[config.mk]
export PLATFORM = sky130hd
export DESIGN_NAME = poisson_quantile_table_fill_top
export DESIGN_NICKNAME = d
export VERILOG_FILES = /design/src/hw/rtl/pqtf_pkg.sv /design/src/hw/rtl/poisson_quantile_table_fill_top.sv /design/src/hw/rtl/pqtf_mul.sv /design/src/hw/rtl/pqtf_div.sv
export SDC_FILE = /design/constraint.sdc
export NUM_CORES = 2
export LEC_CHECK = 0
export BUFFER_PORTS_ARGS = -buffer_cell sky130_fd_sc_hd__clkbuf_2
export CAP_MARGIN = 20
export CORE_MARGIN = 4
export CORE_UTILIZATION = 66
export CTS_BUF_LIST = sky130_fd_sc_hd__clkbuf_8
export DETAILED_ROUTE_END_ITERATION = 8
export PLACE_DENSITY = 0.83
export SYNTH_ARGS = -nofsm -noshare
export SYNTH_HDL_FRONTEND = slang
export SYNTH_SLANG_ARGS = --single-unit
[constraint.sdc]
create_clock -name clk -period 16.6 [get_ports clk]
set_input_delay 2.49 -clock clk [delete_from_list [all_inputs] [get_ports clk]]
set_output_delay 2.49 -clock clk [all_outputs]
set_load 0.03 [all_outputs]
[src/hw/rtl/pqtf_pkg.sv]
// Shared constants and widths for the Poisson quantile table fill block.
`timescale 1ns / 1ps
package pqtf_pkg;

	localparam int MAX_TABLE_SIZE = 64;
	localparam int SIZE_W         = 7;
	localparam int MEAN_W         = 24;
	localparam int PROB_W         = 32;
	localparam int CUM_W          = 34;
	localparam int INDEX_W        = 6;
	localparam int COUNT_W        = 6;

	localparam logic [SIZE_W-1:0]  SIZE_RESET = SIZE_W'(10);
	localparam logic [SIZE_W-1:0]  SIZE_MAX   = SIZE_W'(MAX_TABLE_SIZE);
	localparam logic [COUNT_W-1:0] COUNT_MAX  = {COUNT_W{1'b1}};

	// shared multiplier: cumulative x size, and probability x mean
	localparam int MUL_A_W = CUM_W;
	localparam int MUL_B_W = MEAN_W;
	localparam int MUL_P_W = MUL_A_W + MUL_B_W;

	// divider: (prob * mu) >> 16 divided by count, four quotient bits a cycle
	localparam int FRAC_SHIFT = 16;
	localparam int DIVIDEND_W = PROB_W + MEAN_W - FRAC_SHIFT;
	localparam int DIGIT_W    = 4;
	localparam int DIV_STEPS  = DIVIDEND_W / DIGIT_W;
	localparam int STEP_W     = $clog2(DIV_STEPS);

endpackage

[src/hw/rtl/poisson_quantile_table_fill_top.sv]
// Top level: sequencer and state for the Poisson quantile table fill.
`timescale 1ns / 1ps
// A request (start while busy is low) carries the mean mu (Q8.16) and exp(-mu)
// (Q0.32) and yields table_size entries (zero taken as one, above 64 as 64),
// one strobe cycle each, in index order; last_entry marks the final one. The
// receiver cannot stall: each entry is on the ports for exactly one cycle. An
// entry whose count holds needs only the comparison; one whose count advances
// uses the shared multiplier twice, and the radix-16 divider needs ten iterations
// for the 40-bit quotient. Busy is high throughout a table. table_size is written
// only while busy is low: this binds the user, and the block does not enforce it.
module poisson_quantile_table_fill_top (
	input  logic                                clk,
	input  logic                                arst_n,
	input  logic                                cfg_wr_en,
	input  logic [pqtf_pkg::SIZE_W-1:0]         cfg_wr_data,
	input  logic                                start,
	output logic                                busy,
	input  logic [pqtf_pkg::MEAN_W-1:0]         mean_value,
	input  logic [pqtf_pkg::PROB_W-1:0]         exp_neg_mean,
	output logic                                strobe,
	output logic [pqtf_pkg::INDEX_W-1:0]        entry_index,
	output logic [pqtf_pkg::COUNT_W-1:0]        count_value,
	output logic                                last_entry
);

	typedef enum logic [2:0] {
		S_IDLE,
		S_CMP,
		S_CMP_CHK,
		S_PMUL,
		S_DSTART,
		S_DIV
	} state_t;

	localparam logic [pqtf_pkg::CUM_W-1:0] CUM_MAX = {pqtf_pkg::CUM_W{1'b1}};

	state_t                          state_q;
	logic [pqtf_pkg::SIZE_W-1:0]     table_size_q;
	logic [pqtf_pkg::SIZE_W-1:0]     size_q;
	logic [pqtf_pkg::INDEX_W-1:0]    idx_q;
	logic [pqtf_pkg::COUNT_W-1:0]    count_q;
	logic [pqtf_pkg::MEAN_W-1:0]     mu_q;
	logic [pqtf_pkg::PROB_W-1:0]     prob_q;
	logic [pqtf_pkg::CUM_W-1:0]      cum_q;
	logic                            strobe_q;
	logic [pqtf_pkg::INDEX_W-1:0]    entry_index_q;
	logic [pqtf_pkg::COUNT_W-1:0]    count_value_q;
	logic                            last_entry_q;

	logic [pqtf_pkg::MUL_A_W-1:0]    mul_a;
	logic [pqtf_pkg::MUL_B_W-1:0]    mul_b;
	logic [pqtf_pkg::MUL_P_W-1:0]    mul_p;
	logic                            div_start;
	logic [pqtf_pkg::DIVIDEND_W-1:0] div_q;
	logic                            div_done;

	logic [pqtf_pkg::SIZE_W-1:0]     eff_size;
	logic                            is_last;
	logic                            below;
	logic [pqtf_pkg::PROB_W-1:0]     prob_new;
	logic [pqtf_pkg::CUM_W:0]        cum_sum;

	// zero is taken as one, anything above the maximum as the maximum
	always_comb begin
		eff_size = table_size_q;
		if (table_size_q == '0)
			eff_size = pqtf_pkg::SIZE_W'(1);
		else if (table_size_q > pqtf_pkg::SIZE_MAX)
			eff_size = pqtf_pkg::SIZE_MAX;
	end

	assign is_last = (pqtf_pkg::SIZE_W'(idx_q) + 1'b1) == size_q;

	// cumulative * N < i * 2^32
	assign below = mul_p < (pqtf_pkg::MUL_P_W'(idx_q) << 32);

	assign prob_new = (div_q[pqtf_pkg::DIVIDEND_W-1:pqtf_pkg::PROB_W] != '0) ?
		{pqtf_pkg::PROB_W{1'b1}} : div_q[pqtf_pkg::PROB_W-1:0];
	assign cum_sum  = {1'b0, cum_q} + (pqtf_pkg::CUM_W + 1)'(prob_new);

	always_comb begin
		case (state_q)
			S_PMUL: begin
				mul_a = pqtf_pkg::MUL_A_W'(prob_q);
				mul_b = mu_q;
			end
			default: begin
				mul_a = cum_q;
				mul_b = pqtf_pkg::MUL_B_W'(size_q);
			end
		endcase
	end

	assign div_start = (state_q == S_DSTART);

	pqtf_mul u_mul (
		.clk     (clk),
		.op_a    (mul_a),
		.op_b    (mul_b),
		.product (mul_p)
	);

	pqtf_div u_div (
		.clk      (clk),
		.arst_n   (arst_n),
		.start    (div_start),
		.dividend (mul_p[pqtf_pkg::FRAC_SHIFT+pqtf_pkg::DIVIDEND_W-1:pqtf_pkg::FRAC_SHIFT]),
		.divisor  (count_q),
		.quotient (div_q),
		.done     (div_done)
	);

	always_ff @(posedge clk or negedge arst_n) begin
		if (!arst_n) begin
			state_q       <= S_IDLE;
			table_size_q  <= pqtf_pkg::SIZE_RESET;
			strobe_q      <= 1'b0;
			mu_q          <= '0;
			prob_q        <= '0;
			cum_q         <= '0;
			size_q        <= '0;
			idx_q         <= '0;
			count_q       <= '0;
			entry_index_q <= '0;
			count_value_q <= '0;
			last_entry_q  <= 1'b0;
		end else begin
			strobe_q <= 1'b0;
			if (cfg_wr_en)
				table_size_q <= cfg_wr_data;
			unique case (state_q)
				S_IDLE: begin
					if (start) begin
						mu_q    <= mean_value;
						prob_q  <= exp_neg_mean;
						cum_q   <= pqtf_pkg::CUM_W'(exp_neg_mean);
						size_q  <= eff_size;
						idx_q   <= '0;
						count_q <= '0;
						state_q <= S_CMP;
					end
				end
				S_CMP: begin
					state_q <= S_CMP_CHK;
				end
				S_CMP_CHK: begin
					if (below) begin
						if (count_q != pqtf_pkg::COUNT_MAX)
							count_q <= count_q + 1'b1;
						state_q <= S_PMUL;
					end else begin
						strobe_q      <= 1'b1;
						entry_index_q <= idx_q;
						count_value_q <= count_q;
						last_entry_q  <= is_last;
						idx_q         <= idx_q + 1'b1;
						state_q       <= is_last ? S_IDLE : S_CMP;
					end
				end
				S_PMUL: begin
					state_q <= S_DSTART;
				end
				S_DSTART: begin
					state_q <= S_DIV;
				end
				S_DIV: begin
					if (div_done) begin
						prob_q        <= prob_new;
						cum_q         <= cum_sum[pqtf_pkg::CUM_W] ? CUM_MAX :
							cum_sum[pqtf_pkg::CUM_W-1:0];
						strobe_q      <= 1'b1;
						entry_index_q <= idx_q;
						count_value_q <= count_q;
						last_entry_q  <= is_last;
						idx_q         <= idx_q + 1'b1;
						state_q       <= is_last ? S_IDLE : S_CMP;
					end
				end
				default: begin
					state_q <= S_IDLE;
				end
			endcase
		end
	end

	assign busy        = (state_q != S_IDLE);
	assign strobe      = strobe_q;
	assign entry_index = entry_index_q;
	assign count_value = count_value_q;
	assign last_entry  = last_entry_q;

endmodule

[src/hw/rtl/pqtf_mul.sv]
// Shared unsigned multiplier with registered product.
`timescale 1ns / 1ps
module pqtf_mul (
	input  logic                         clk,
	input  logic [pqtf_pkg::MUL_A_W-1:0] op_a,
	input  logic [pqtf_pkg::MUL_B_W-1:0] op_b,
	output logic [pqtf_pkg::MUL_P_W-1:0] product
);

	logic [pqtf_pkg::MUL_P_W-1:0] product_q;

	always_ff @(posedge clk) begin
		product_q <= pqtf_pkg::MUL_P_W'(op_a) * pqtf_pkg::MUL_P_W'(op_b);
	end

	assign product = product_q;

endmodule

[src/hw/rtl/pqtf_div.sv]
// Iterative restoring divider, radix 16, for the probability update.
`timescale 1ns / 1ps
module pqtf_div (
	input  logic                            clk,
	input  logic                            arst_n,
	input  logic                            start,
	input  logic [pqtf_pkg::DIVIDEND_W-1:0] dividend,
	input  logic [pqtf_pkg::COUNT_W-1:0]    divisor,
	output logic [pqtf_pkg::DIVIDEND_W-1:0] quotient,
	output logic                            done
);

	localparam logic [pqtf_pkg::STEP_W-1:0] LAST_STEP =
		pqtf_pkg::STEP_W'(pqtf_pkg::DIV_STEPS - 1);

	// work_q shifts dividend bits out at the top and quotient bits in at the bottom
	logic [pqtf_pkg::DIVIDEND_W-1:0] work_q;
	logic [pqtf_pkg::COUNT_W-1:0]    rem_q;
	logic [pqtf_pkg::COUNT_W-1:0]    div_q;
	logic [pqtf_pkg::STEP_W-1:0]     step_q;
	logic                            run_q;
	logic                            done_q;

	logic [pqtf_pkg::COUNT_W-1:0]    rem_d;
	logic [pqtf_pkg::DIGIT_W-1:0]    digit_d;

	always_comb begin
		logic [pqtf_pkg::COUNT_W:0] trial;
		rem_d   = rem_q;
		digit_d = '0;
		for (int k = 0; k < pqtf_pkg::DIGIT_W; k++) begin
			trial = {rem_d, work_q[pqtf_pkg::DIVIDEND_W-1-k]};
			if (trial >= {1'b0, div_q}) begin
				rem_d = pqtf_pkg::COUNT_W'(trial - {1'b0, div_q});
				digit_d[pqtf_pkg::DIGIT_W-1-k] = 1'b1;
			end else begin
				rem_d = trial[pqtf_pkg::COUNT_W-1:0];
			end
		end
	end

	always_ff @(posedge clk or negedge arst_n) begin
		if (!arst_n) begin
			step_q <= '0;
			run_q  <= 1'b0;
			done_q <= 1'b0;
		end else begin
			done_q <= 1'b0;
			if (start) begin
				step_q <= '0;
				run_q  <= 1'b1;
			end else if (run_q) begin
				step_q <= step_q + 1'b1;
				if (step_q == LAST_STEP) begin
					run_q  <= 1'b0;
					done_q <= 1'b1;
				end
			end
		end
	end

	always_ff @(posedge clk) begin
		if (start) begin
			work_q <= dividend;
			rem_q  <= '0;
			div_q  <= divisor;
		end else if (run_q) begin
			work_q <= {work_q[pqtf_pkg::DIVIDEND_W-pqtf_pkg::DIGIT_W-1:0], digit_d};
			rem_q  <= rem_d;
		end
	end

	assign quotient = work_q;
	assign done     = done_q;

endmodule

[Yosys cells after proc, flatten, opt, wreduce, memory -nomap -nowiden]
Index checks and enable logic that the tools add are counted.
Cells by class
  order comparisons: 6
  multipliers: 1
  reduce and logical (&&, ||, !) cells: 15
  add/subtract/negate cells: 9
  equality and inequality tests: 13
  multiplexer cells: 54
Operator list (count)
  $mux 34: 4
  $mux 32: 3
  $mux 40: 2
  $mux 6: 13
  $pmux 34 s2: 1
  $pmux 32 s2: 1
  $lt 58x38->1: 1
  $mul 34x24->58: 1
  $pmux 6 s2: 3
  $add 34x32->35: 1
  $ge 7x6->1: 4
  $mux 24: 1
  $sub 6x6->6: 4
  $pmux 3 s6: 1
  $pmux 6 s3: 1
  $mux 1: 15
  $mux 7: 2
  $add 6x1->6 const B: 2
  $mux 4: 2
  $ne 2x2->1 const B: 4
  $reduce_and 4->1: 2
  $reduce_bool 2->1: 4
  $reduce_bool 8->1: 1
  $add 6x1->7 const B: 1
  17 further kinds: 24
Word-level totals
  word-level logic and storage cells: 117
  register bits: 249
  input bits: 67
  output and inout port bits: 15

[Logic depth before layout (Yosys ltp)]
  depth in word-level cells: 10
  gate-level depth with buffers: 38

[Hierarchy]
A second synthesis with hierarchy kept.
Unflattened totals
  cells, all modules: 4350
  area total of the unflattened synthesis: 39366.5 sq um
By module, submodules not included
  pqtf_mul: seq. area each 1161.1 sq um, instances 1, cells an instance 3041, area an instance 27441.3 sq um
  poisson_quantile_table_fill_top: seq. area each 3330.7 sq um, instances 1, cells an instance 988, area an instance 8196.6 sq um
  pqtf_div: seq. area each 1651.6 sq um, instances 1, cells an instance 321, area an instance 3728.6 sq um

[Worst setup path before layout]
Ideal clock, no wire load.
  path kind: register to register
  start: reg state_q[1]
  end: reg u_mul.product_q (netlist bit u_mul.product[53])
  buffers on the path: 5
  arrival: 8.120 ns
  slack: 8.408 ns
  library setup time: 0.072 ns
  cell stages (with the launch flop): 33
  cells stage by stage: dfrtp_1 clkbuf_1 and3_1 clkbuf_1 clkbuf_1 clkbuf_1 nand2_1 nand2_1 nand2_1 fa_1 inv_1 fa_1 inv_1 fa_1 fa_1 inv_1 fa_1 fa_1 inv_1 fa_1 inv_1 ha_1 a21oi_1 o21ai_0 or3_1 or3_1 and2_1 buf_6 o311a_4 o21ai_4 a21oi_2 o41ai_2 xnor2_1
On the way
  cells in the longest elaborated chain, start to end: 3
RTL lines
  start, declared: RTL line poisson_quantile_table_fill_top.sv:37  | state_t state_q;
  start signal, assigned: RTL line poisson_quantile_table_fill_top.sv:157  | state_q <= is_last ? S_IDLE : S_CMP;
  start signal, assigned: RTL line poisson_quantile_table_fill_top.sv:176  | state_q <= is_last ? S_IDLE : S_CMP;
  $eq 3x2->1 (*): RTL line poisson_quantile_table_fill_top.sv:82  | case (state_q)
  $mux 34 or $mux 24 (tied branches): RTL line poisson_quantile_table_fill_top.sv:82
  $mul 34x24->58 (*): RTL line pqtf_mul.sv:13  | product_q <= pqtf_pkg::MUL_P_W'(op_a) * pqtf_pkg::MUL_P_W'(op_b);
  end signal, assigned: RTL line pqtf_mul.sv:13
  end, declared: RTL line pqtf_mul.sv:10  | logic [pqtf_pkg::MUL_P_W-1:0] product_q;
Every way passes the cells marked *; elsewhere a longest branch is shown, timed or not.
A chain may end at the register's enable or synchronous reset.

[Final worst setup path]
  start: reg state_q[0]
  end: reg u_mul.product_q (netlist bit u_mul.product[43])
The elaborated chain is that of the path after synthesis.

==> results.cfg <==
[status]
status = completed

[sta]
period_needed_ns = 10.08
slew_headroom_pct = 22.94
fmax_mhz = 99.22
finalSetupViolations = 0
rsz0062_at_grt = false
min_period_over_period_pct = 60.71
slew_violations = 0
tns_ns = 0
tightest_slew_ns = 1.156
hold_viol = 0
fin_skew_ns = 0.05251

[global_route]
grt_max_degree = 95
first_global_vias = 32070
antenna_found_initial = 3
grt_pass1_wl_mm = 169.1
grt_overflow = 0
grt_usage_pct = 35.49

[finish]
area_growth_pct = 5.155
antenna_cells = 0
final_nets = 5356
drive_gt1_share_pct = 6.493
multi_input_area_mm2 = 0.02856
fillers = 4381
seq_area_mm2 = 0.005823

[clocking]
cts_tree = done
ctsResizeCount = 0
post-cts-setup-buffers = 0
htree_num_levels = 2
cts_hold_buf = 0
clkLatencyLatePin_ns = 0.66
clk_pin_slew_worst_paths_ns = 0.06
clockBufferDepth = 3
cts_root_buf = clkbuf_8
cts_sinks = 233
cts_made_buffers = 44

[worst_setup_path]
crit_start = state_q[0]
cp_max_fo = 88
arrival_ns = 10.67
cp-start-kind = flip-flop
r2r-start = state_q[0]
crit_end = u_mul.product[43]
rrSetupSlack_ns = 6.52
cp.required_ns = 17.19
critPathKind = flip-flop to flip-flop
rr_endpoint = u_mul.product[43]
end_kind = flip-flop
reg2reg_depth = 27

[detailed_routing]
drc = 0
ant_nets = 0
first_pass_iters = 7
routed_wl_mm = 106.0
routedWlPerCell_um = 20.66
drt_iter0_drc = 2916
drt-vias-per-instance = 5.982
route.vias.total = 30690

[die]
die_w_um = 248.3
die_area_mm2 = 0.06165
start_util_pct = 67.06
fp.dieH_um = 248.3
rows = 87
io_pins = 82
core_mm2 = 0.05682

[synth]
synth.cell_area_mm2 = 0.03811
synth-edff-count = 46
syn_avg_cell_area_um2 = 8.738
ys_seq_area_share_pct = 15.28
synth_seq_cells = 233
synth_cells = 4361
ys_dominant_reg_cell = dfrtp_1
ys_async_sr_fraction_pct = 59.66
synth_warnings = 0
ys_types = 81

[place]
place.gp.congestion = 0.9831
post-dp-hpwl_mm = 83.62
io_buffers = 81

[flow_run]
drv_cap = 0

[min_path]
min_path_type = flip-flop to flip-flop
==> state kept, by name, indices dropped and copies added (netlist names), 6 cells and up <==
| name | cells |
|---|---|
| count_q | 6 |
| count_value | 6 |
| cum_q | 34 |
| entry_index | 6 |
| idx_q | 6 |
| mu_q | 24 |
| prob_q | 32 |
| size_q | 7 |
| table_size_q | 7 |
| u_div.div_q | 6 |
| u_div.quotient | 40 |
| u_div.rem_q | 6 |
| u_mul.product | 42 |
==> per-stage QoR <==
stage	instance area, µm²	std cells	utilization [%]	worst slack, ns	hold slack [ns]
5_1_grt	40070	5130	70.52	5.883	0.5202
4_1_cts	40030	5128	70.45	6.695	0.4683
3_5_place_dp	39120	5046	68.84	6.815	0.4735
2_1_floorplan	38230	4393	-	8.408	0.4450
3_3_place_gp	39120	5046	68.84	7.022	0.4708
6_report	40070	5130	70.52	6.521	0.4742
==> layer usage <==
| metal | track usage [%] | vias up | share of wire, % |
|---|---|---|---|
| met5 | 0.8744 | - | 0.075 |
| met4 | 20.72 | 4 | 7.1 |
| met3 | 8.202 | 490 | 9.8 |
| met2 | 58.11 | 1622 | 48 |
| met1 | 43.34 | 15180 | 35 |
| li1 | - | 13390 | - |
==> how the worst min path moves through the flow <==
stage	startpoint	end	cells past startpoint
2_1_floorplan	mu_q[2]	mu_q[2]	2
3_3_place_gp	entry_index[5]	entry_index[5]	2
3_5_place_dp	u_mul.product[25]	u_div.quotient[9]	2
4_1_cts	u_mul.product[25]	u_div.quotient[9]	2
5_1_grt	u_mul.product[30]	u_div.quotient[14]	2
6_report	u_mul.product[25]	u_div.quotient[9]	2
==> placed cells by master (no fill, tap or decap), types with 33 or more instances in the layout <==
cell	n
dfrtp_1	137
clkbuf_8	52
conb_1	34
ha_1	245
buf_4	49
or2_2	37
nand3_1	86
xnor2_1	56
dfxtp_1	48
edfxtp_1	46
clkbuf_2	80
and3_1	281
nand2_1	865
a21oi_1	98
mux2i_1	33
inv_1	812
xor2_1	38
o21ai_0	102
a21o_1	51
nor2_1	201
fa_1	706
==> worst max-delay path, stage by stage (launching register included) <==
cell and delay [ns]:
dfrtp_1 0.58, and3_4 0.81, buf_4 0.57, and2_1 0.90
nand2_1 0.17, fa_1 0.50, fa_1 0.55, inv_1 0.05
fa_1 0.51, inv_1 0.06, fa_1 0.54, inv_1 0.05
fa_1 0.46, fa_1 0.49, inv_1 0.05, fa_1 0.51
inv_1 0.06, ha_1 0.34, a21oi_1 0.18, o21ai_0 0.14
or3_1 0.40, or3_1 0.36, a311oi_1 0.58, nand2_1 0.26
a31oi_1 0.32, a21oi_1 0.15, a21oi_1 0.21, xnor2_1 0.13
==> final cells by class <==
| cell class | count | area share [%] |
|---|---|---|
| multi-input combinational | 3126 | 71.28 |
| sequential | 233 | 14.53 |
| inverter | 801 | 7.503 |
| tap | 756 | 2.361 |
| timing repair buffer | 132 | 2.051 |
| clock buffer | 52 | 1.786 |
| clock inverter | 30 | 0.4902 |
==> cells in the mapped netlist (51+ instances only) <==
library cell  instances  area, µm²
a21o_1               51      382.9
dfrtp_1             137       3428
a21oi_1              99      495.5
xnor2_1              56      490.5
nand3_1              86      430.4
fa_1                706      14130
nor2_1              202      758.2
and3_1              283       1770
o21ai_0             102      510.5
ha_1                245       3065
nand2_1             866       3251
clkbuf_1            225      844.6
inv_1               800       3003
==> cell families after synthesis <==
group           after synthesis  synth area share, %
simple gates               1624                19.43
buf+inv                    1034                10.20
fa+ha+maj                   951                45.13
compound gates              364                6.134
flops                       233                15.28
xor+xnor                     94                2.160
mux                          59                1.632
other cells                   2              0.01971
Power is not shown: default switching activity piles up to over one toggle a cycle in this logic, so the estimate is an artifact.
